===== src/hw/rtl/acm_pkg.sv =====
// Shared types and constants of the multi-pattern byte matcher.
// Used by acm_ctrl, acm_dp and the top level; depends on nothing.
`default_nettype none

package acm_pkg;

    localparam int MAX_STATES_DEF = 256;
    localparam int ALPHABET_SIZE  = 256;
    localparam int SYM_W          = 8;
    localparam int MAX_PATTERNS   = 32;
    localparam int CMD_W          = 3;
    localparam int PIDX_W         = 5;

    // command codes of an input transaction
    localparam logic [CMD_W-1:0] CMD_ADD    = 3'd0;
    localparam logic [CMD_W-1:0] CMD_END    = 3'd1;
    localparam logic [CMD_W-1:0] CMD_BUILD  = 3'd2;
    localparam logic [CMD_W-1:0] CMD_SEARCH = 3'd3;
    localparam logic [CMD_W-1:0] CMD_CLEAR  = 3'd4;

    // datapath operation for the current cycle
    typedef enum logic [4:0] {
        OP_IDLE,
        OP_LOAD,
        OP_CLR_START,
        OP_CLR_STEP,
        OP_ADD_RD,
        OP_ADD_WR,
        OP_END_RD,
        OP_END_WR,
        OP_BLD_INIT,
        OP_ROOT_RD,
        OP_ROOT_WR,
        OP_Q_RD,
        OP_Q_FAIL,
        OP_Q_OUTF,
        OP_Q_OUTR,
        OP_Q_MERGE,
        OP_ROW_RD,
        OP_ROW_WR,
        OP_BLD_DONE,
        OP_SRCH_RD,
        OP_SRCH_OUT,
        OP_SRCH_HIT
    } t_op;

    typedef struct packed {
        t_op  op;
        logic out_load;
    } t_dp_cmd;

    typedef struct packed {
        logic built;
        logic drop;
        logic c_last;
        logic q_empty;
        logic clr_last;
    } t_dp_stat;

endpackage

`default_nettype wire


===== src/hw/rtl/acm_ctrl.sv =====
// Controller of the matcher: sequences each transaction, the clearing pass
// and the link build over acm_dp. Depends on acm_pkg.
`default_nettype none

module acm_ctrl
    import acm_pkg::*;
(
    input  wire logic             i_clk,
    input  wire logic             i_rst_n,
    input  wire logic             i_in_valid,
    output logic                  o_in_stall,
    input  wire logic [CMD_W-1:0] i_command,
    output logic                  o_out_valid,
    input  wire logic             i_out_stall,
    input  wire t_dp_stat         i_stat,
    output t_dp_cmd               o_cmd
);

    typedef enum logic [4:0] {
        ST_IDLE,
        ST_CLR_START,
        ST_CLR_STEP,
        ST_ADD_RD,
        ST_ADD_WR,
        ST_END_RD,
        ST_END_WR,
        ST_BLD_INIT,
        ST_ROOT_RD,
        ST_ROOT_WR,
        ST_Q_RD,
        ST_Q_FAIL,
        ST_Q_OUTF,
        ST_Q_OUTR,
        ST_Q_MERGE,
        ST_ROW_RD,
        ST_ROW_WR,
        ST_BLD_DONE,
        ST_SRCH_RD,
        ST_SRCH_OUT,
        ST_SRCH_HIT,
        ST_DONE
    } t_state;

    t_state r_state;
    logic   r_reply;
    logic   accept, out_free;

    assign o_in_stall = (r_state != ST_IDLE);
    assign accept     = i_in_valid && (r_state == ST_IDLE);
    assign out_free   = !o_out_valid || !i_out_stall;

    // map state to datapath operation
    always_comb begin
        o_cmd.out_load = (r_state == ST_DONE) && out_free;
        unique case (r_state)
            ST_IDLE:      o_cmd.op = accept ? OP_LOAD : OP_IDLE;
            ST_CLR_START: o_cmd.op = OP_CLR_START;
            ST_CLR_STEP:  o_cmd.op = OP_CLR_STEP;
            ST_ADD_RD:    o_cmd.op = OP_ADD_RD;
            ST_ADD_WR:    o_cmd.op = OP_ADD_WR;
            ST_END_RD:    o_cmd.op = OP_END_RD;
            ST_END_WR:    o_cmd.op = OP_END_WR;
            ST_BLD_INIT:  o_cmd.op = OP_BLD_INIT;
            ST_ROOT_RD:   o_cmd.op = OP_ROOT_RD;
            ST_ROOT_WR:   o_cmd.op = OP_ROOT_WR;
            ST_Q_RD:      o_cmd.op = OP_Q_RD;
            ST_Q_FAIL:    o_cmd.op = OP_Q_FAIL;
            ST_Q_OUTF:    o_cmd.op = OP_Q_OUTF;
            ST_Q_OUTR:    o_cmd.op = OP_Q_OUTR;
            ST_Q_MERGE:   o_cmd.op = OP_Q_MERGE;
            ST_ROW_RD:    o_cmd.op = OP_ROW_RD;
            ST_ROW_WR:    o_cmd.op = OP_ROW_WR;
            ST_BLD_DONE:  o_cmd.op = OP_BLD_DONE;
            ST_SRCH_RD:   o_cmd.op = OP_SRCH_RD;
            ST_SRCH_OUT:  o_cmd.op = OP_SRCH_OUT;
            ST_SRCH_HIT:  o_cmd.op = OP_SRCH_HIT;
            default:      o_cmd.op = OP_IDLE;
        endcase
    end

    // state, reply flag and output valid
    always_ff @(posedge i_clk) begin
        if (!i_rst_n) begin
            r_state     <= ST_CLR_START;
            r_reply     <= 1'b0;
            o_out_valid <= 1'b0;
        end else begin
            // drop valid once taken, unless a new result is loaded now
            if (o_out_valid && !i_out_stall && !o_cmd.out_load) begin
                o_out_valid <= 1'b0;
            end
            unique case (r_state)
                ST_IDLE: begin
                    if (accept) begin
                        unique case (i_command)
                            CMD_ADD: r_state <= (i_stat.built || i_stat.drop)
                                                ? ST_DONE : ST_ADD_RD;
                            CMD_END:    r_state <= i_stat.built ? ST_DONE : ST_END_RD;
                            CMD_BUILD:  r_state <= i_stat.built ? ST_DONE : ST_BLD_INIT;
                            CMD_SEARCH: r_state <= ST_SRCH_RD;
                            CMD_CLEAR: begin
                                r_state <= ST_CLR_START;
                                r_reply <= 1'b1;
                            end
                            default:    r_state <= ST_DONE;
                        endcase
                    end
                end
                ST_CLR_START: r_state <= ST_CLR_STEP;
                ST_CLR_STEP: begin
                    if (i_stat.clr_last) begin
                        r_state <= r_reply ? ST_DONE : ST_IDLE;
                        r_reply <= 1'b0;
                    end
                end
                ST_ADD_RD:   r_state <= ST_ADD_WR;
                ST_ADD_WR:   r_state <= ST_DONE;
                ST_END_RD:   r_state <= ST_END_WR;
                ST_END_WR:   r_state <= ST_DONE;
                ST_BLD_INIT: r_state <= ST_ROOT_RD;
                ST_ROOT_RD:  r_state <= ST_ROOT_WR;
                ST_ROOT_WR:  r_state <= i_stat.c_last ? ST_Q_RD : ST_ROOT_RD;
                ST_Q_RD:     r_state <= i_stat.q_empty ? ST_BLD_DONE : ST_Q_FAIL;
                ST_Q_FAIL:   r_state <= ST_Q_OUTF;
                ST_Q_OUTF:   r_state <= ST_Q_OUTR;
                ST_Q_OUTR:   r_state <= ST_Q_MERGE;
                ST_Q_MERGE:  r_state <= ST_ROW_RD;
                ST_ROW_RD:   r_state <= ST_ROW_WR;
                ST_ROW_WR:   r_state <= i_stat.c_last ? ST_Q_RD : ST_ROW_RD;
                ST_BLD_DONE: r_state <= ST_DONE;
                ST_SRCH_RD:  r_state <= ST_SRCH_OUT;
                ST_SRCH_OUT: r_state <= ST_SRCH_HIT;
                ST_SRCH_HIT: r_state <= ST_DONE;
                ST_DONE: begin
                    if (out_free) begin
                        o_out_valid <= 1'b1;
                        r_state     <= ST_IDLE;
                    end
                end
                default: r_state <= ST_IDLE;
            endcase
        end
    end

endmodule

`default_nettype wire


===== config.mk =====
export PLATFORM = sky130hd
export DESIGN_NAME = acm_ctrl
export DESIGN_NICKNAME = d
export VERILOG_FILES = /design/src/hw/rtl/acm_pkg.sv /design/src/hw/rtl/acm_ctrl.sv
export SDC_FILE = /design/constraint.sdc
export NUM_CORES = 1
export LEC_CHECK = 0
export BUFFER_PORTS_ARGS = -buffer_cell sky130_fd_sc_hd__buf_2
export CAP_MARGIN = 20
export CELL_PAD_IN_SITES_DETAIL_PLACEMENT = 0
export CELL_PAD_IN_SITES_GLOBAL_PLACEMENT = 1
export CORE_MARGIN = 8
export CORE_UTILIZATION = 33
export CTS_CLUSTER_DIAMETER = 80
export DETAILED_ROUTE_END_ITERATION = 12
export MAX_ROUTING_LAYER = met4
export PLACE_DENSITY_LB_ADDON = 0.2
export SLEW_MARGIN = 20
export SYNTH_ARGS = -nofsm -noshare
export SYNTH_HDL_FRONTEND = slang
export SYNTH_SLANG_ARGS = --single-unit

===== constraint.sdc =====
create_clock -name i_clk -period 1.25 [get_ports i_clk]
set_input_delay 0.25 -clock i_clk [delete_from_list [all_inputs] [get_ports i_clk]]
set_output_delay 0.25 -clock i_clk [all_outputs]
set_load 0.03 [all_outputs]

==> flow_summary.yaml, run 1 <==
run_status:
  outcome: "complete, but fails checks"
  violations: "setup timing"
layout:
  n_fill_cell: 205
  drive_gt1_share_pct: 62.5
  num_antenna_cells: 0
  syn_to_final_growth_pct: 100
  final_util_pct: 70.2
  nets: 197
  finish.instance_area_sq_um: 1740
placed_design:
  place_hpwl_mm: 2.24
  portBuffers: 19
  gp_congestion: 0.862
  dpl_cell_area_sq_um: 1250
worst_setup_path:
  critPathMaxFanout: 5
  critPathKind: "reg -> out"
  worstPathArrival_ns: 1.41
  r2r_start: "r_state[1]"
  crit_path_end_kind: "output pin"
  rrSetupSlack_ns: -0.33
  r2r_end: "r_state[2]"
  worstPathRequired_ns: 1.00
  reg2reg_depth: 5
  critPathLaunchType: "flip-flop"
detailed_routing:
  topRoutingLayerUsed: "met4"
  ant_nets: 0
  firstDrtPassIters: 4
  drc: 0
  wl_met2_mm: 1.89
  vias: 1203
  finalWirelength_mm: 3.72
  wl_met3_um: 221
  drt_iter0_markers: 30
  routed_via_density: 5.62
  met1_length_mm: 1.57
  wire_per_inst_um: 17.4
job:
  maxCapViolCount: 0
floorplanning:
  rows: 18
  fp.dieH_um: 67.3
  start_util_pct: 35.1
  coreArea_sq_um: 2480
  dieArea_sq_um: 4530
  die_w_um: 67.3
  io_pins: 20
timing:
  maxSlewViolCount: 0
  finalCritPeriodShare_pct: 133
  setup_viol: 12
  worst_pin_slew_ns: 0.338
  max_freq_mhz: 602
  finalHoldViolCount: 0
  rsz0062_at_grt: "yes"
  finalCriticalPeriod_ns: 1.66
  slew_headroom_pct: 77.4
  setup_ws_ns: -0.412
  worst_clock_skew_ns: 0.000474
  fin_setup_tns_ns: -3.50
global_route:
  grt_pass1_vias: 1162
  grt_pass1_wl_mm: 5.39
  grt-ovfl-total: 0
  grt_max_degree: 13
  grt_use_total_pct: 15.3
  grt_antenna_before_repair: 0
clock_network:
  clock_path_buffers: 2
  cts_tree: "built"
  root_buffer: "clkbuf_4"
  postCtsHoldBufs: 0
  clock_latency_ns: 0.26
  clk_pin_slew_worst_paths_ns: 0.06
  cts_buffers: 3
  cts-htree-levels: 1
  cts.sinks: 7
logic_synthesis:
  netlist_instances: 123
  syn-num-nets: 135
  avgSynthCellArea_sq_um: 7.06
  seq_area_frac_synth_pct: 16.1
  synth_edf_count: 0
  yosysWarnings: 0
  yosysUniqueCellTypes: 39
  synthFlopType: "dfxtp_1"
  ys_ff_latch: 7
  async_flop_share_pct: 0
  synth_area_sq_um: 868
power_and_ir_drop:
  p_seq_share_pct: 10.7
  comb_power_share_pct: 84.1
  p_total_w: 0.00441
  switching_share_pct: 46.1
  power.net_switching_w: 0.00203
  p_int_w: 0.00237
  p_leak_nw: 0.724
  ir_worst_vdd_uv: 1450
  clockPowerShare_pct: 5.1
  power_density_nw_per_um2: 2530
min_path:
  min_path_cells: 2
  worstHoldPathType: "in -> reg"
  min_from: "i_rst_n"
  hold_path_end: "r_state[3]"
## state kept, by name, indices dropped and copies added, names as in the netlist
signal	flops
r_state	5
o_out_valid	1
r_reply	1
## routing by layer
layer  vias to the layer above  GRT usage [%]
met3                         7           3.81
met2                        42           24.4
met5                         -              -
met4                         0           3.92
met1                       573           18.8
li1                        581              -
## stage by stage
step | setup slack, ns | std cells | hold WS [ns]
3_5_place_dp | -0.237 | 193 | 0.489
3_3_place_gp | -0.232 | 193 | 0.470
6_report | -0.412 | 214 | 0.227
5_1_grt | -0.458 | 214 | 0.225
2_1_floorplan | -0.207 | 123 | 0.367
4_1_cts | -0.419 | 208 | 0.205
## timing repair
item                                    CTS  global route
buffers inserted                         13             6
gates resized for setup                  55            25
pin swaps                                17             8
cloned                                    0             1
endpoints found under the setup margin   13            13
## layout by cell type, fill, tap and decap left out, drive strengths merged, types with 3 or more instances in the layout
cell type,Yosys,layout
inv,6,6
dfxtp,7,7
a311oi,4,4
a211oi,3,3
buf,10,66
nor2b,5,5
a21boi,3,3
nand3,4,4
o21ai,10,10
o21bai,4,4
nor2,12,12
nand2,12,12
a21oi,7,7
nor3,5,5
nor3b,3,3
o211ai,4,4
clkbuf,0,5
## cell type report
cell class                      count  area, sq um  share of cell area (%)
Timing Repair Buffer               67          624                    35.9
Sequential cell                     7          156                    8.99
Clock buffer                        4         26.3                    1.51
Tap cell                           30         37.5                    2.16
Multi-Input combinational cell    100          870                    50.0
Inverter                            6         25.0                    1.44
## worst max-delay path, stage by stage (launching register included)
cell and delay [ns]:
dfxtp_2 0.34, buf_6 0.14, buf_12 0.13, nand2_4 0.05, nand2_4 0.05, a221oi_4 0.27, buf_6 0.16
## cells by family (layout without fill, tap and decap cells)
family | count (synthesis) | after routing | share of synthesized area [%]
compound gates | 49 | 49 | 38.9
xor+xnor | 1 | 1 | 1.01
buf+inv | 16 | 77 | 12.0
flops | 7 | 7 | 16.1
simple gates | 50 | 50 | 32.0
## synthesized netlist by cell type (all sizes together) (2+ instances only)
library cell / number / area [sq um]
a211o: 2 / 17.5
a211oi: 3 / 22.5
a21boi: 3 / 22.5
a21o: 2 / 15.0
a21oi: 7 / 35.0
a311oi: 4 / 35.0
a31oi: 2 / 12.5
and3b: 2 / 17.5
buf: 10 / 81.3
dfxtp: 7 / 140
inv: 6 / 22.5
nand2: 12 / 52.6
nand3: 4 / 20.0
nor2: 12 / 45.0
nor2b: 5 / 31.3
nor3: 5 / 25.0
nor3b: 3 / 22.5
nor4: 2 / 25.0
o211ai: 4 / 30.0
o21a: 2 / 15.0
o21ai: 10 / 50.1
o21bai: 4 / 30.0
## worst max path at each step
stage / start / end / depth (start not counted)
6_report: r_state[1] / o_cmd[1] / 6
5_1_grt: r_state[2] / o_in_stall / 5
4_1_cts: r_state[0] / o_in_stall / 5
3_5_place_dp: r_state[4] / r_state[4] / 5
3_3_place_gp: r_state[4] / o_in_stall / 5
2_1_floorplan: r_state[1] / o_cmd[1] / 6
## power by group through the flow
stage          Combinational, W  Clock [W]  Sequential (W)
2_1_floorplan           0.00159          0        0.000368
6_report                0.00371   0.000227        0.000473
4_1_cts                 0.00317   0.000232        0.000464
3_5_place_dp            0.00233          0        0.000478
5_1_grt                 0.00392   0.000248        0.000484
3_3_place_gp            0.00232          0        0.000474
(Power assumes the default switching activity.)
==> run 2, diff against run 1 <==
Settings changed: CELL_PAD_IN_SITES_DETAIL_PLACEMENT 0 to unset, CELL_PAD_IN_SITES_GLOBAL_PLACEMENT 1 to unset, CORE_MARGIN 8 to unset, CORE_UTILIZATION 33 to 47.
==> run 2 against run 1 <==
  * The run now fails in 5_1_grt
  * Area after synthesis unchanged
  * Synthesized cell count unchanged
==> flow_summary.yaml, run 2 <==
logic_synthesis:
  async_flop_share_pct: 0
  synth_edf_count: 0
  synth_area_sq_um: 868
  seq_area_frac_synth_pct: 16.1
  avgSynthCellArea_sq_um: 7.06
  synth.top_cell.area_share_pct: 16.1
  yosysUniqueCellTypes: 39
  synth_commonest_cells: "nor2_1 (12), nand2_1 (11), o21ai_0 (8)"
  syn-num-nets: 135
  netlist_instances: 123
  synthFlopType: "dfxtp_1"
  yosysWarnings: 0
  ys_ff_latch: 7
  synth.most_common_cell: "nor2_1"
  yosys-top-cells-area: "dfxtp_1 (16%), buf_6 (6.5%), nor2_1 (5.2%), nand2_1 (4.8%), o21ai_0 (4.6%)"
  yosysTopAreaCell: "dfxtp_1"
run_status:
  lastStage: "5_1_grt"
  outcome: "stopped before the end"
  tool.error: "[ERROR GRT-0232] Routing congestion too high. Check the congestion heatmap in the GUI."
global_route:
  grt_max_degree: 13
  grt_use_total_pct: 63.3
  grt-ovfl-total: 7
clock_network:
  root_buffer: "clkbuf_4"
  postCtsHoldBufs: 0
  cts.sinks: 7
  cts-htree-levels: 1
  clock_path_buffers: 2
  cts_buffers: 3
floorplanning:
  rows: 15
  io_pins: 20
  die_w_um: 45.0
  start_util_pct: 50.3
  fp.dieH_um: 45.0
placed_design:
  place_hpwl_mm: 2.04
  gp_congestion: 0.872
  portBuffers: 19
  dpl_cell_area_sq_um: 1210
timing:
  crit_endpoint: "o_cmd[1]"
  worstEpCategory: "primary output"
[run 2: cell counts after synthesis]
No cell type changed its count.
[run 2: repair_timing]
item,CTS
setup buffers,12
setup endpoints to repair,13
pin swaps,13
resized for setup,54
endpoints found under the hold margin,0
[run 2: metrics by stage]
stage	TNS [ns]	setup WS, ns	hold slack, ns	std cells
3_5_place_dp	-2.35	-0.295	0.489	189
3_3_place_gp	-2.11	-0.316	0.470	189
2_1_floorplan	-1.10	-0.207	0.367	123
4_1_cts	-3.13	-0.408	0.217	205
[run 2: cells by family after synthesis]
family                    Yosys count  share of synthesized area, %
and+or+nand+nor                    50                          32.0
xor gates and xnor gates            1                          1.01
AOI/OAI and AO/OA                  49                          38.9
buffers and inverters              16                          12.0
DFF                                 7                          16.1
[run 2: routing by layer]
metal  global-route usage [%]  overflow
met1                     62.3         0
met2                     84.1         6
met3                     34.4         0
met4                     66.1         1
met5                        -         -
==> run 3, diff against run 2 <==
Settings changed: CORE_AREA set to 2 2 63 65, CORE_UTILIZATION 47 to unset, CTS_CLUSTER_DIAMETER 80 to unset, DIE_AREA set to 0 0 65 67, MAX_ROUTING_LAYER met4 to unset, PLACE_DENSITY_LB_ADDON 0.2 to 0.15.
Clock period 1.25 ns to 1.62 ns, I/O delays scaled along.
==> run 3 against run 2 <==
  * The flow now finishes, with violations (setup timing)
==> flow_summary.yaml, run 3 (synthesis results as in run 1) <==
detailed_routing:
  vias: 1087
  drc: 0
  drt_iter0_markers: 21
  ant_nets: 0
  routed_via_density: 5.08
  wire_per_inst_um: 14.1
  firstDrtPassIters: 4
  finalWirelength_mm: 3.03
timing:
  finalCritPeriodShare_pct: 100
  worst_pin_slew_ns: 0.367
  setup_ws_ns: -0.00763
  finalHoldViolCount: 0
  max_freq_mhz: 614
  maxSlewViolCount: 0
  slew_headroom_pct: 75.4
  finalCriticalPeriod_ns: 1.63
  worst_clock_skew_ns: 0.00139
  rsz0062_at_grt: "yes"
  setup_viol: 1
worst_setup_path:
  crit_start: "r_state[2]"
  worstPathRequired_ns: 1.30
  r2r_start: "r_state[3]"
  crit_path_end_kind: "output pin"
  critPathLaunchType: "flip-flop"
  worstPathArrival_ns: 1.30
  critPathKind: "reg -> out"
  critPathMaxFanout: 6
floorplanning:
  start_util_pct: 24.1
  io_pins: 20
  die_w_um: 65
  dieArea_sq_um: 4360
  coreArea_sq_um: 3610
  rows: 22
  fp.dieH_um: 67
global_route:
  grt_pass1_wl_mm: 4.80
  grt_max_degree: 13
  grt_use_total_pct: 14.1
  grt_antenna_before_repair: 0
  grt_pass1_vias: 984
  grt-ovfl-total: 0
clock_network:
  clock_path_buffers: 2
  postCtsHoldBufs: 0
  cts-htree-levels: 1
  cts_tree: "built"
  cts_buffers: 3
  root_buffer: "clkbuf_8"
  clock_latency_ns: 0.23
  cts.sinks: 7
  clk_pin_slew_worst_paths_ns: 0.04
layout:
  layout_commonest_cell: "buf_4"
  finish.instance_area_sq_um: 1380
  nets: 179
  final_cell_count_no_fill: 214
  reg.largest.list: "r_state x5, o_out_valid x1, r_reply x1"
  num_antenna_cells: 0
  drive_gt1_share_pct: 47.0
  most-common-layout-cells: "buf_4 (26), buf_2 (14), nor2_1 (10), nand2_1 (9)"
  final_util_pct: 38.4
  largest_register_ffs: 5
  syn_to_final_growth_pct: 59.4
  largest-register: "r_state"
placed_design:
  dpl_cell_area_sq_um: 1120
  dp.cells: 201
  place_hpwl_mm: 2.16
  portBuffers: 19
  post-place-ws_ns: 0.0393
  gp_congestion: 0.847
power_and_ir_drop:
  p_leak_nw: 0.577
  ir_worst_vdd_uv: 757
  p_total_w: 0.00263
  power_density_nw_per_um2: 1900
min_path:
  min_from: "i_rst_n"
  worstHoldPathType: "in -> reg"
run_status:
  violations: "setup timing"
  outcome: "complete, but fails checks"
job:
  maxCapViolCount: 0
## run 3: path summary, 6_finish.rpt
check                    end  slack [ns]  cells past startpoint
setup reg to reg  r_state[1]        0.07                      7
setup / recovery    o_cmd[1]      -0.008                      5
hold / removal    r_state[3]        0.31                      2
hold reg to reg      r_reply        0.51                      2
## run 3: timing repair
item                       4_1_cts  5_1_grt
pin swaps                        3        7
setup endpoints to repair        7        8
gates resized for setup         27       19
buffers inserted                 5        4
hold endpoints to repair         0        0
## run 3: worst max-delay path, stage by stage, from the launching register on
cell and delay (ns):
dfxtp_4 0.36, buf_6 0.14, nand2_2 0.05, nand2_2 0.05
a221oi_2 0.27, buf_4 0.20
## run 3: cell type report
type                       instances  area, sq um
multi-input combinational        100          712
fill                             392         2220
timing repair buffer              49          383
inverter                           6         25.0
tap                               48         60.1
clock buffer                       4         45.0
sequential                         7          159
## run 3: through the flow
stage                TNS, ns  hold WS [ns]
finish              -0.00763         0.313
global route          -0.184         0.328
CTS                  -0.0251         0.311
detailed placement         0         0.507
global placement           0         0.505
floorplan            -0.0257         0.441
## run 3: report_power, final
part	switching (W)	internal, W
clock	0.0000879	0.000171
sequential	0.000115	0.000260
combinational	0.00103	0.000966
total	0.00123	0.00140
## run 3: routing by layer
layer  GRT usage [%]  part of all wire, %
met3            3.04                  3.6
met5               0                    0
met1            19.0                   47
met2            23.6                   50
met4            1.60                    0
